[config.mk]
export PLATFORM = sky130hd
export DESIGN_NAME = rsa_ctrl
export DESIGN_NICKNAME = d
export VERILOG_FILES = /design/src/hw/rtl/rsa_pkg.sv /design/src/hw/rtl/rsa_ctrl.sv
export SDC_FILE = /design/constraint.sdc
export NUM_CORES = 1
export LEC_CHECK = 0
export ABC_AREA = 0
export BUFFER_PORTS_ARGS = -buffer_cell sky130_fd_sc_hd__buf_4
export CAP_MARGIN = 20
export CORE_AREA = 2 2 56 58
export CTS_CLUSTER_DIAMETER = 200
export DETAILED_ROUTE_END_ITERATION = 6
export DIE_AREA = 0 0 58 60
export GPL_ROUTABILITY_DRIVEN = 0
export GPL_TIMING_DRIVEN = 0
export PLACE_DENSITY_LB_ADDON = 0.2
export SETUP_SLACK_MARGIN = 0.02
export SLEW_MARGIN = 25
export SYNTH_ARGS = -nofsm -noshare
export SYNTH_HDL_FRONTEND = slang
export SYNTH_SLANG_ARGS = --single-unit
[constraint.sdc]
create_clock -name clk -period 2 [get_ports clk]
set_clock_uncertainty 0.05 [all_clocks]
set_input_delay 0.1 -clock clk [delete_from_list [all_inputs] [get_ports clk]]
set_output_delay 0.1 -clock clk [all_outputs]
set_load 0.05 [all_outputs]
[src/hw/rtl/rsa_pkg.sv]
// ---------------------------------------------------------------------------
// rsa_pkg
// Shared types and constants for the region statistics accumulator.
// ---------------------------------------------------------------------------
package rsa_pkg;

  localparam int NUM_CLASSES_DEF = 256;
  localparam int COORD_BITS_DEF  = 12;

  localparam int CFG_IDX_W = 3;

  typedef enum logic [CFG_IDX_W-1:0] {
    CFG_CENTER_X        = 3'd0,
    CFG_CENTER_Y        = 3'd1,
    CFG_DISK_RADIUS     = 3'd2,
    CFG_LIMB_LIMIT      = 3'd3,
    CFG_PHYSICAL_RADIUS = 3'd4
  } cfg_reg_t;

  localparam logic [15:0] CENTER_X_RST        = 16'd32768;
  localparam logic [15:0] CENTER_Y_RST        = 16'd32768;
  localparam logic [15:0] DISK_RADIUS_RST     = 16'd25600;
  localparam logic [15:0] LIMB_LIMIT_RST      = 16'd4096;
  localparam logic [15:0] PHYSICAL_RADIUS_RST = 16'd11128;

  // pi in Q.20
  localparam logic [21:0] PI_Q20  = 22'd3294199;
  localparam logic [24:0] CNT_MAX = 25'd16777216;
  localparam logic [63:0] FILL_NUM = 64'h1000_0000_0000_0000;  // 2^60

  typedef enum logic [1:0] {
    DIV_RAW  = 2'd0,
    DIV_FILL = 2'd1,
    DIV_CTR  = 2'd2
  } div_sel_t;

  typedef struct packed {
    logic [24:0]        count;
    logic               seen;
    logic signed [31:0] minv;
    logic signed [31:0] maxv;
    logic signed [47:0] sum;
    logic [47:0]        raw;
    logic [47:0]        ctr;
    logic [47:0]        fill;
  } rec_t;

  typedef struct packed {
    logic clear_wr;
    logic accept;
    logic geo1;
    logic geo2;
    logic geo3;
    logic raw_go;
    logic fill_go;
    logic sqrt_go;
    logic rs_mul;
    logic ctr_go;
    logic commit;
  } dp_cmd_t;

  typedef struct packed {
    logic in_range;
    logic clr_last;
    logic div_done;
    logic sqrt_done;
    logic sig_pos;
    logic keep;
    logic out_busy;
  } dp_sts_t;

endpackage

[src/hw/rtl/rsa_ctrl.sv]
// ---------------------------------------------------------------------------
// rsa_ctrl
// Sequencer: clearing pass, geometry steps, divides, root, record update.
// ---------------------------------------------------------------------------
module rsa_ctrl import rsa_pkg::*; (
  input  logic    clk,
  input  logic    rst,
  input  logic    pix_valid,
  output logic    pix_ready,
  input  dp_sts_t sts,
  output dp_cmd_t cmd
);
  typedef enum logic [14:0] {
    S_CLEAR     = 15'h0001,
    S_IDLE      = 15'h0002,
    S_GEO1      = 15'h0004,
    S_GEO2      = 15'h0008,
    S_GEO3      = 15'h0010,
    S_RAW_GO    = 15'h0020,
    S_RAW_WAIT  = 15'h0040,
    S_FILL_GO   = 15'h0080,
    S_FILL_WAIT = 15'h0100,
    S_SQRT_GO   = 15'h0200,
    S_SQRT_WAIT = 15'h0400,
    S_RS        = 15'h0800,
    S_CTR_GO    = 15'h1000,
    S_CTR_WAIT  = 15'h2000,
    S_UPDATE    = 15'h4000
  } state_t;

  state_t state, state_next;

  always_ff @(posedge clk) begin
    if (rst) begin
      state <= S_CLEAR;
    end else begin
      state <= state_next;
    end
  end

  always_comb begin
    state_next = state;
    cmd        = '0;
    pix_ready  = 1'b0;
    unique case (state)
      S_CLEAR: begin
        cmd.clear_wr = 1'b1;
        if (sts.clr_last) state_next = S_IDLE;
      end
      S_IDLE: begin
        pix_ready = 1'b1;
        if (pix_valid) begin
          cmd.accept = 1'b1;
          if (sts.in_range) state_next = S_GEO1;
        end
      end
      S_GEO1: begin
        cmd.geo1   = 1'b1;
        state_next = S_GEO2;
      end
      S_GEO2: begin
        cmd.geo2   = 1'b1;
        state_next = S_GEO3;
      end
      S_GEO3: begin
        cmd.geo3   = 1'b1;
        state_next = S_RAW_GO;
      end
      S_RAW_GO: begin
        cmd.raw_go = 1'b1;
        state_next = S_RAW_WAIT;
      end
      S_RAW_WAIT: begin
        if (sts.div_done) state_next = sts.sig_pos ? S_FILL_GO : S_UPDATE;
      end
      S_FILL_GO: begin
        cmd.fill_go = 1'b1;
        state_next  = S_FILL_WAIT;
      end
      S_FILL_WAIT: begin
        if (sts.div_done) state_next = sts.keep ? S_SQRT_GO : S_UPDATE;
      end
      S_SQRT_GO: begin
        cmd.sqrt_go = 1'b1;
        state_next  = S_SQRT_WAIT;
      end
      S_SQRT_WAIT: begin
        if (sts.sqrt_done) state_next = S_RS;
      end
      S_RS: begin
        cmd.rs_mul = 1'b1;
        state_next = S_CTR_GO;
      end
      S_CTR_GO: begin
        cmd.ctr_go = 1'b1;
        state_next = S_CTR_WAIT;
      end
      S_CTR_WAIT: begin
        if (sts.div_done) state_next = S_UPDATE;
      end
      S_UPDATE: begin
        if (!sts.out_busy) begin
          cmd.commit = 1'b1;
          state_next = S_IDLE;
        end
      end
      default: state_next = S_CLEAR;
    endcase
  end
endmodule

==> flow_summary.toml, run 1 <==
[clocking]
clock-sinks = 15
root_buffer = "clkbuf_4"
cts_buffers = 3
clk-insertion-delay-late_ns = 0.31
cts.path.max_buffers = 2
htree_levels = 1
clkTransAtPathRegs_ns = 0.12
cts_tree = "done"

[worst_setup_path]
cp_data_arrival_time_ns = 2.32
r2r_slack_ns = -0.17
critPathCaptureType = "flip-flop"
reg2reg_to = "state[14]"
worst-path-max-fanout = 8
cp-start-kind = "flip-flop"
critPathKind = "reg2reg"
reg2reg_depth = 7
worstPathRequired_ns = 2.15
r2r_start = "state[10]"

[run_status]
status = "finished with violations"
violations = "negative setup slack"

[grt]
overflow = 0
grt_usage = 0.2677
grt_antenna_before_repair = 0
first_global_vias = 1442
grt_max_degree = 11
grt_pass1_wl_um = 6913

[floorplan]
num_io_pins = 22
start_util = 0.4207
die_area_um2 = 3480
rows = 20
die_h_um = 60
core_area_um2 = 2903
dieWidth_um = 58

[routing]
drt-vias-per-instance = 6.265
ant_nets = 0
wl_um = 4754
drc_errors = 0
first_iter_violations = 95
drtPass1Iterations = 4
post_drt_wl_per_cell_um = 19.97
dr_total_vias = 1491

[worst_hold_path]
hp-class = "in2reg"
whs_endpoint = "state[9]"
min_from = "sts[1]"
whs_path_depth = 3

[sta]
relSlewSlack = 0.6856
finalWorstPathRequiredPeriod_ns = 2.166
worst_pin_slew_ns = 0.4709
postLayoutSetupSlackWorst_ns = -0.1664
rsz0062_at_grt = "yes"
fin_worst_hold_slack_ns = 0.007294
fin_crit_sh = 1.083
clock.fmax_ghz = 0.4616
drv_slew = 0
setup_viol = 20
hold_violations = 0

[yosys]
mappedNetlistArea_um2 = 1221
syn_inst = 150
synthTopCellsByCount = "17 x nor2_1, 15 x dfxtp_1, 9 x nand2_1, 9 x nor3_1, 8 x nand3_1"
synth_simple_gate_area_frac = 0.4314
yosysTopAreaCell = "dfxtp_1"
synth_async_sr_flop_share = 0
syn_nets = 160
synth-seq-cells = 15
synth_compound_area_frac = 0.2070
synth-xor-area-share = 0.04303
synthFlopType = "dfxtp_1"
yosysWarnings = 0
synth.avg_cell_area_um2 = 8.141
synth-edff-count = 0
yosysMostFrequentCell = "nor2_1"
yosysTopAreaCellShare = 0.2459
synth.distinct_cells = 52
ys_seq_area_frac = 0.2459
synth_top_family_by_area = "simple AND/OR/NAND/NOR gates"
synthMuxAreaShare = 0
synth-adder-area-share = 0
synth_area_leaders = "dfxtp_1 25%, nor2_1 5.2%, nor4_4 5.2%, nor3_1 3.7%, xor2_1 3.6%"

[cells_and_area]
num_antenna_cells = 0
area_growth_pct = 72.13
top_register = "state"
drive_above_1_share = 0.6293
final_nets = 216
fillers = 199
largestRegisters = "state x15"
design_area_um2 = 2102
largest_register_ffs = 15

[place]
post_dp_cell_area_um2 = 1501
dpl.hpwl_um = 2530
portBuffers = 21

[pwr]
cellPowerDensity_nw_per_um2 = 662.5
leakage_nw = 0.8448
p_total_mw = 1.393
irDropWorstVdd_mv = 0.8068

[run]
cap_violations = 0
==> placed cells by master (no fill, tap or decap), types with 5 or more instances in the layout <==
master	n
nand3_1	5
xor2_1	5
nor4_4	6
buf_6	15
inv_1	6
nor2_1	12
dfxtp_2	8
nor3_2	7
buf_4	40
nand2_1	7
==> per-stage QoR <==
step | utilization | TNS [ns] | worst slack (ns) | instances
floorplan | - | -0.4850 | -0.2002 | 150
global placement | 0.5172 | -3.569 | -0.3888 | 204
detailed placement | 0.5172 | -3.469 | -0.3925 | 204
CTS | 0.6681 | -0.4385 | -0.1237 | 224
global route | 0.7241 | -2.920 | -0.2263 | 238
finish | 0.7241 | -1.165 | -0.1664 | 238
==> worst max-delay path by stage <==
| stage | slack, ns | from | endpoint | depth (start not counted) |
|---|---|---|---|---|
| after floorplan | -0.20 | state[9] | state[0] | 5 |
| after global placement | -0.39 | state[9] | cmd[6] | 6 |
| after detailed placement | -0.39 | state[9] | state[4] | 6 |
| after CTS | -0.12 | state[3] | cmd[6] | 5 |
| after global routing | -0.23 | state[10] | state[8] | 7 |
| final | -0.17 | state[10] | state[14] | 7 |
==> cells by family after synthesis <==
| family | Yosys count |
|---|---|
| AOI/OAI and AO/OA | 31 |
| DFF | 15 |
| xor gates and xnor gates | 6 |
| buffers and inverters | 17 |
| and+or+nand+nor | 81 |
==> report_power, final <==
group	switching [mW]	total [mW]	internal, mW	leakage [nW]
sequential	0.0241	0.336	0.312	0.128
clock	0.124	0.199	0.0747	0.0177
combinational	0.493	0.858	0.365	0.699
==> layout make-up <==
type                       count  area (µm²)  share of cell area
multi-input combinational    118        1136              0.5405
timing repair buffer          59       523.0              0.2488
sequential                    15       325.3              0.1548
tap                           33       41.29             0.01964
inverter                       7       30.03             0.01429
clock buffer                   3       22.52             0.01071
buffer                         2       18.77            0.008929
clock inverter                 1       5.005            0.002381
==> critical path, cell delays in order (launching register included) <==
cell,delay [ns]
dfxtp_2,0.36
nor4_4,0.32
buf_4,0.17
buf_8,0.13
a32o_2,0.22
or3b_4,0.43
and4_4,0.20
o21ba_4,0.18
==> routing by layer <==
metal | global-route usage | part of all wire
met2 | 0.4578 | 0.49
met4 | 0.1860 | 0.057
met3 | 0.03463 | 0.062
met1 | 0.3100 | 0.39
met5 | 0 | 0
==> timing repair <==
item / 4_1_cts / 5_1_grt
resized for setup: 61 / 20
hold buffers: 2 / 0
pin swaps: 29 / 15
endpoints found under the hold margin: 5 / 0
buffers inserted: 20 / 16
endpoints found under the setup margin: 26 / 26
(Power assumes the default switching activity.)
==> run 2, diff against run 1 <==
RECOVER_POWER = 100   (was unset)
==> run 2 against run 1 <==
- the flow still finishes with violations (negative setup slack)
- clock power hardly changed
- largest power group unchanged
- critical path type is now reg2out
- final cell count stayed put
- non-clock buffer count stayed put
- utilization is 0.22 points lower
- critical endpoint is now cmd[6]
- design area is 0.30% lower
- worst setup slack better by 0.0038 ns
- maximum frequency is 0.17% higher
- via count is 0.60% higher
- clock-buffer cell count stayed put
- worst hold slack hardly changed
==> flow_summary.toml, run 2 (synthesis results as in run 1) <==
[cells_and_area]
largestRegisters = "state x15"
top_register = "state"
final_util = 0.7220
drive_above_1_share = 0.6293
area_growth_pct = 71.62
final_nets = 216
num_antenna_cells = 0
final_cell_mix = "40 x buf_4, 14 x buf_6, 12 x nor2_1"
largest_register_ffs = 15
final_common_cell = "buf_4"

[floorplan]
start_util = 0.4207
core_area_um2 = 2903
num_io_pins = 22
die_area_um2 = 3480
dieWidth_um = 58
die_h_um = 60
rows = 20

[place]
portBuffers = 21
post-place-ws_ns = -0.3925
dpl.hpwl_um = 2530

[worst_setup_path]
endpoint = "cmd[6]"
worstSetupStartpoint = "state[13]"
worst-path-max-fanout = 7
critPathKind = "reg2out"
r2r_start = "state[10]"
cp-start-kind = "flip-flop"
cp_data_arrival_time_ns = 2.01
critPathCaptureType = "output pin"
r2r_slack_ns = -0.16
reg2reg_depth = 7
worstPathRequired_ns = 1.85
reg2reg_to = "state[14]"

[sta]
clock.fmax_ghz = 0.4624
worst_pin_slew_ns = 0.4685
setup_viol = 20
postLayoutSetupSlackWorst_ns = -0.1626
hold_violations = 0
drv_slew = 0
final.setup.tns_ns = -1.124
finalWorstPathRequiredPeriod_ns = 2.163
fin_worst_hold_slack_ns = 0.007002
rsz0062_at_grt = "yes"
fin_crit_sh = 1.081
relSlewSlack = 0.6872

[grt]
overflow = 0
grt_pass1_wl_um = 6913
grt_max_degree = 11
first_global_vias = 1442
grt_usage = 0.2677
grt_antenna_before_repair = 0

[clocking]
cts_buffers = 3
clkTransAtPathRegs_ns = 0.12
clk-insertion-delay-late_ns = 0.31
root_buffer = "clkbuf_4"
clock-sinks = 15
cts_tree = "done"
cts.path.max_buffers = 2
htree_levels = 1

[routing]
wl_um = 4731
post_drt_wl_per_cell_um = 19.88
ant_nets = 0
drc_errors = 0
drtPass1Iterations = 4
first_iter_violations = 95
drt-vias-per-instance = 6.303
dr_total_vias = 1500

[run_status]
status = "finished with violations"
violations = "negative setup slack"

[pwr]
cellPowerDensity_nw_per_um2 = 663.6
irDropWorstVdd_mv = 0.8015
p_total_mw = 1.391
leakage_nw = 0.8411

[run]
cap_violations = 0

[worst_hold_path]
hp-class = "in2reg"
## run 2: cell counts in the layout (fill, tap and decap cells not counted)
Identical to the previous run, type by type.
## run 2: area by class of cell
cell class / count / area (µm²)
multi-input cells: 118 / 1136
fillers: 201 / 807.0
repair buffers: 59 / 516.7
flip-flops and latches: 15 / 325.3
well taps: 33 / 41.29
inverters: 7 / 30.03
clock buffers: 3 / 22.52
plain buffers: 2 / 18.77
clock inverters: 1 / 5.005
## run 2: per-stage QoR
step                cell area [µm²]  std cells
detailed placement             1501        204
CTS                            1939        224
finish                         2096        238
global route                   2096        238
floorplan                      1303        150
global placement               1501        204
## run 2: timing repair
item / in CTS / in global routing
pin swaps: 29 / 15
endpoints found under the setup margin: 26 / 26
setup buffers: 20 / 16
resized for setup: 61 / 20
hold endpoints to repair: 5 / 0
hold buffers: 2 / 0
cloned: 0 / 0
## run 2: where the power goes
group          switching [mW]  internal, mW
clock                   0.125        0.0747
sequential             0.0245         0.312
combinational           0.490         0.365
## run 2: worst min-delay path by stage
stage               startpoint   endpoint  slack (ns)  cells past startpoint
floorplan                  rst  state[10]        0.12                      1
global placement           rst  state[10]        0.27                      2
detailed placement         rst  state[10]        0.27                      2
CTS                     sts[1]   state[9]        0.01                      3
global route            sts[1]   state[9]       0.009                      3
finish                  sts[1]   state[9]       0.007                      3
## run 2: critical path, stage by stage, from the launching register on
cell and delay (ns):
dfxtp_4 0.40, nor4_4 0.36, nand3_2 0.13, or4b_4 0.58, clkinvlp_4 0.10, buf_8 0.13
## run 2: metal layers
| metal | share of wire | vias up | global-route usage |
|---|---|---|---|
| met5 | 0 | - | 0 |
| met4 | 0.058 | 0 | 0.1860 |
| met3 | 0.069 | 28 | 0.03463 |
| met2 | 0.50 | 91 | 0.4578 |
| met1 | 0.38 | 699 | 0.3100 |
| li1 | - | 682 | - |
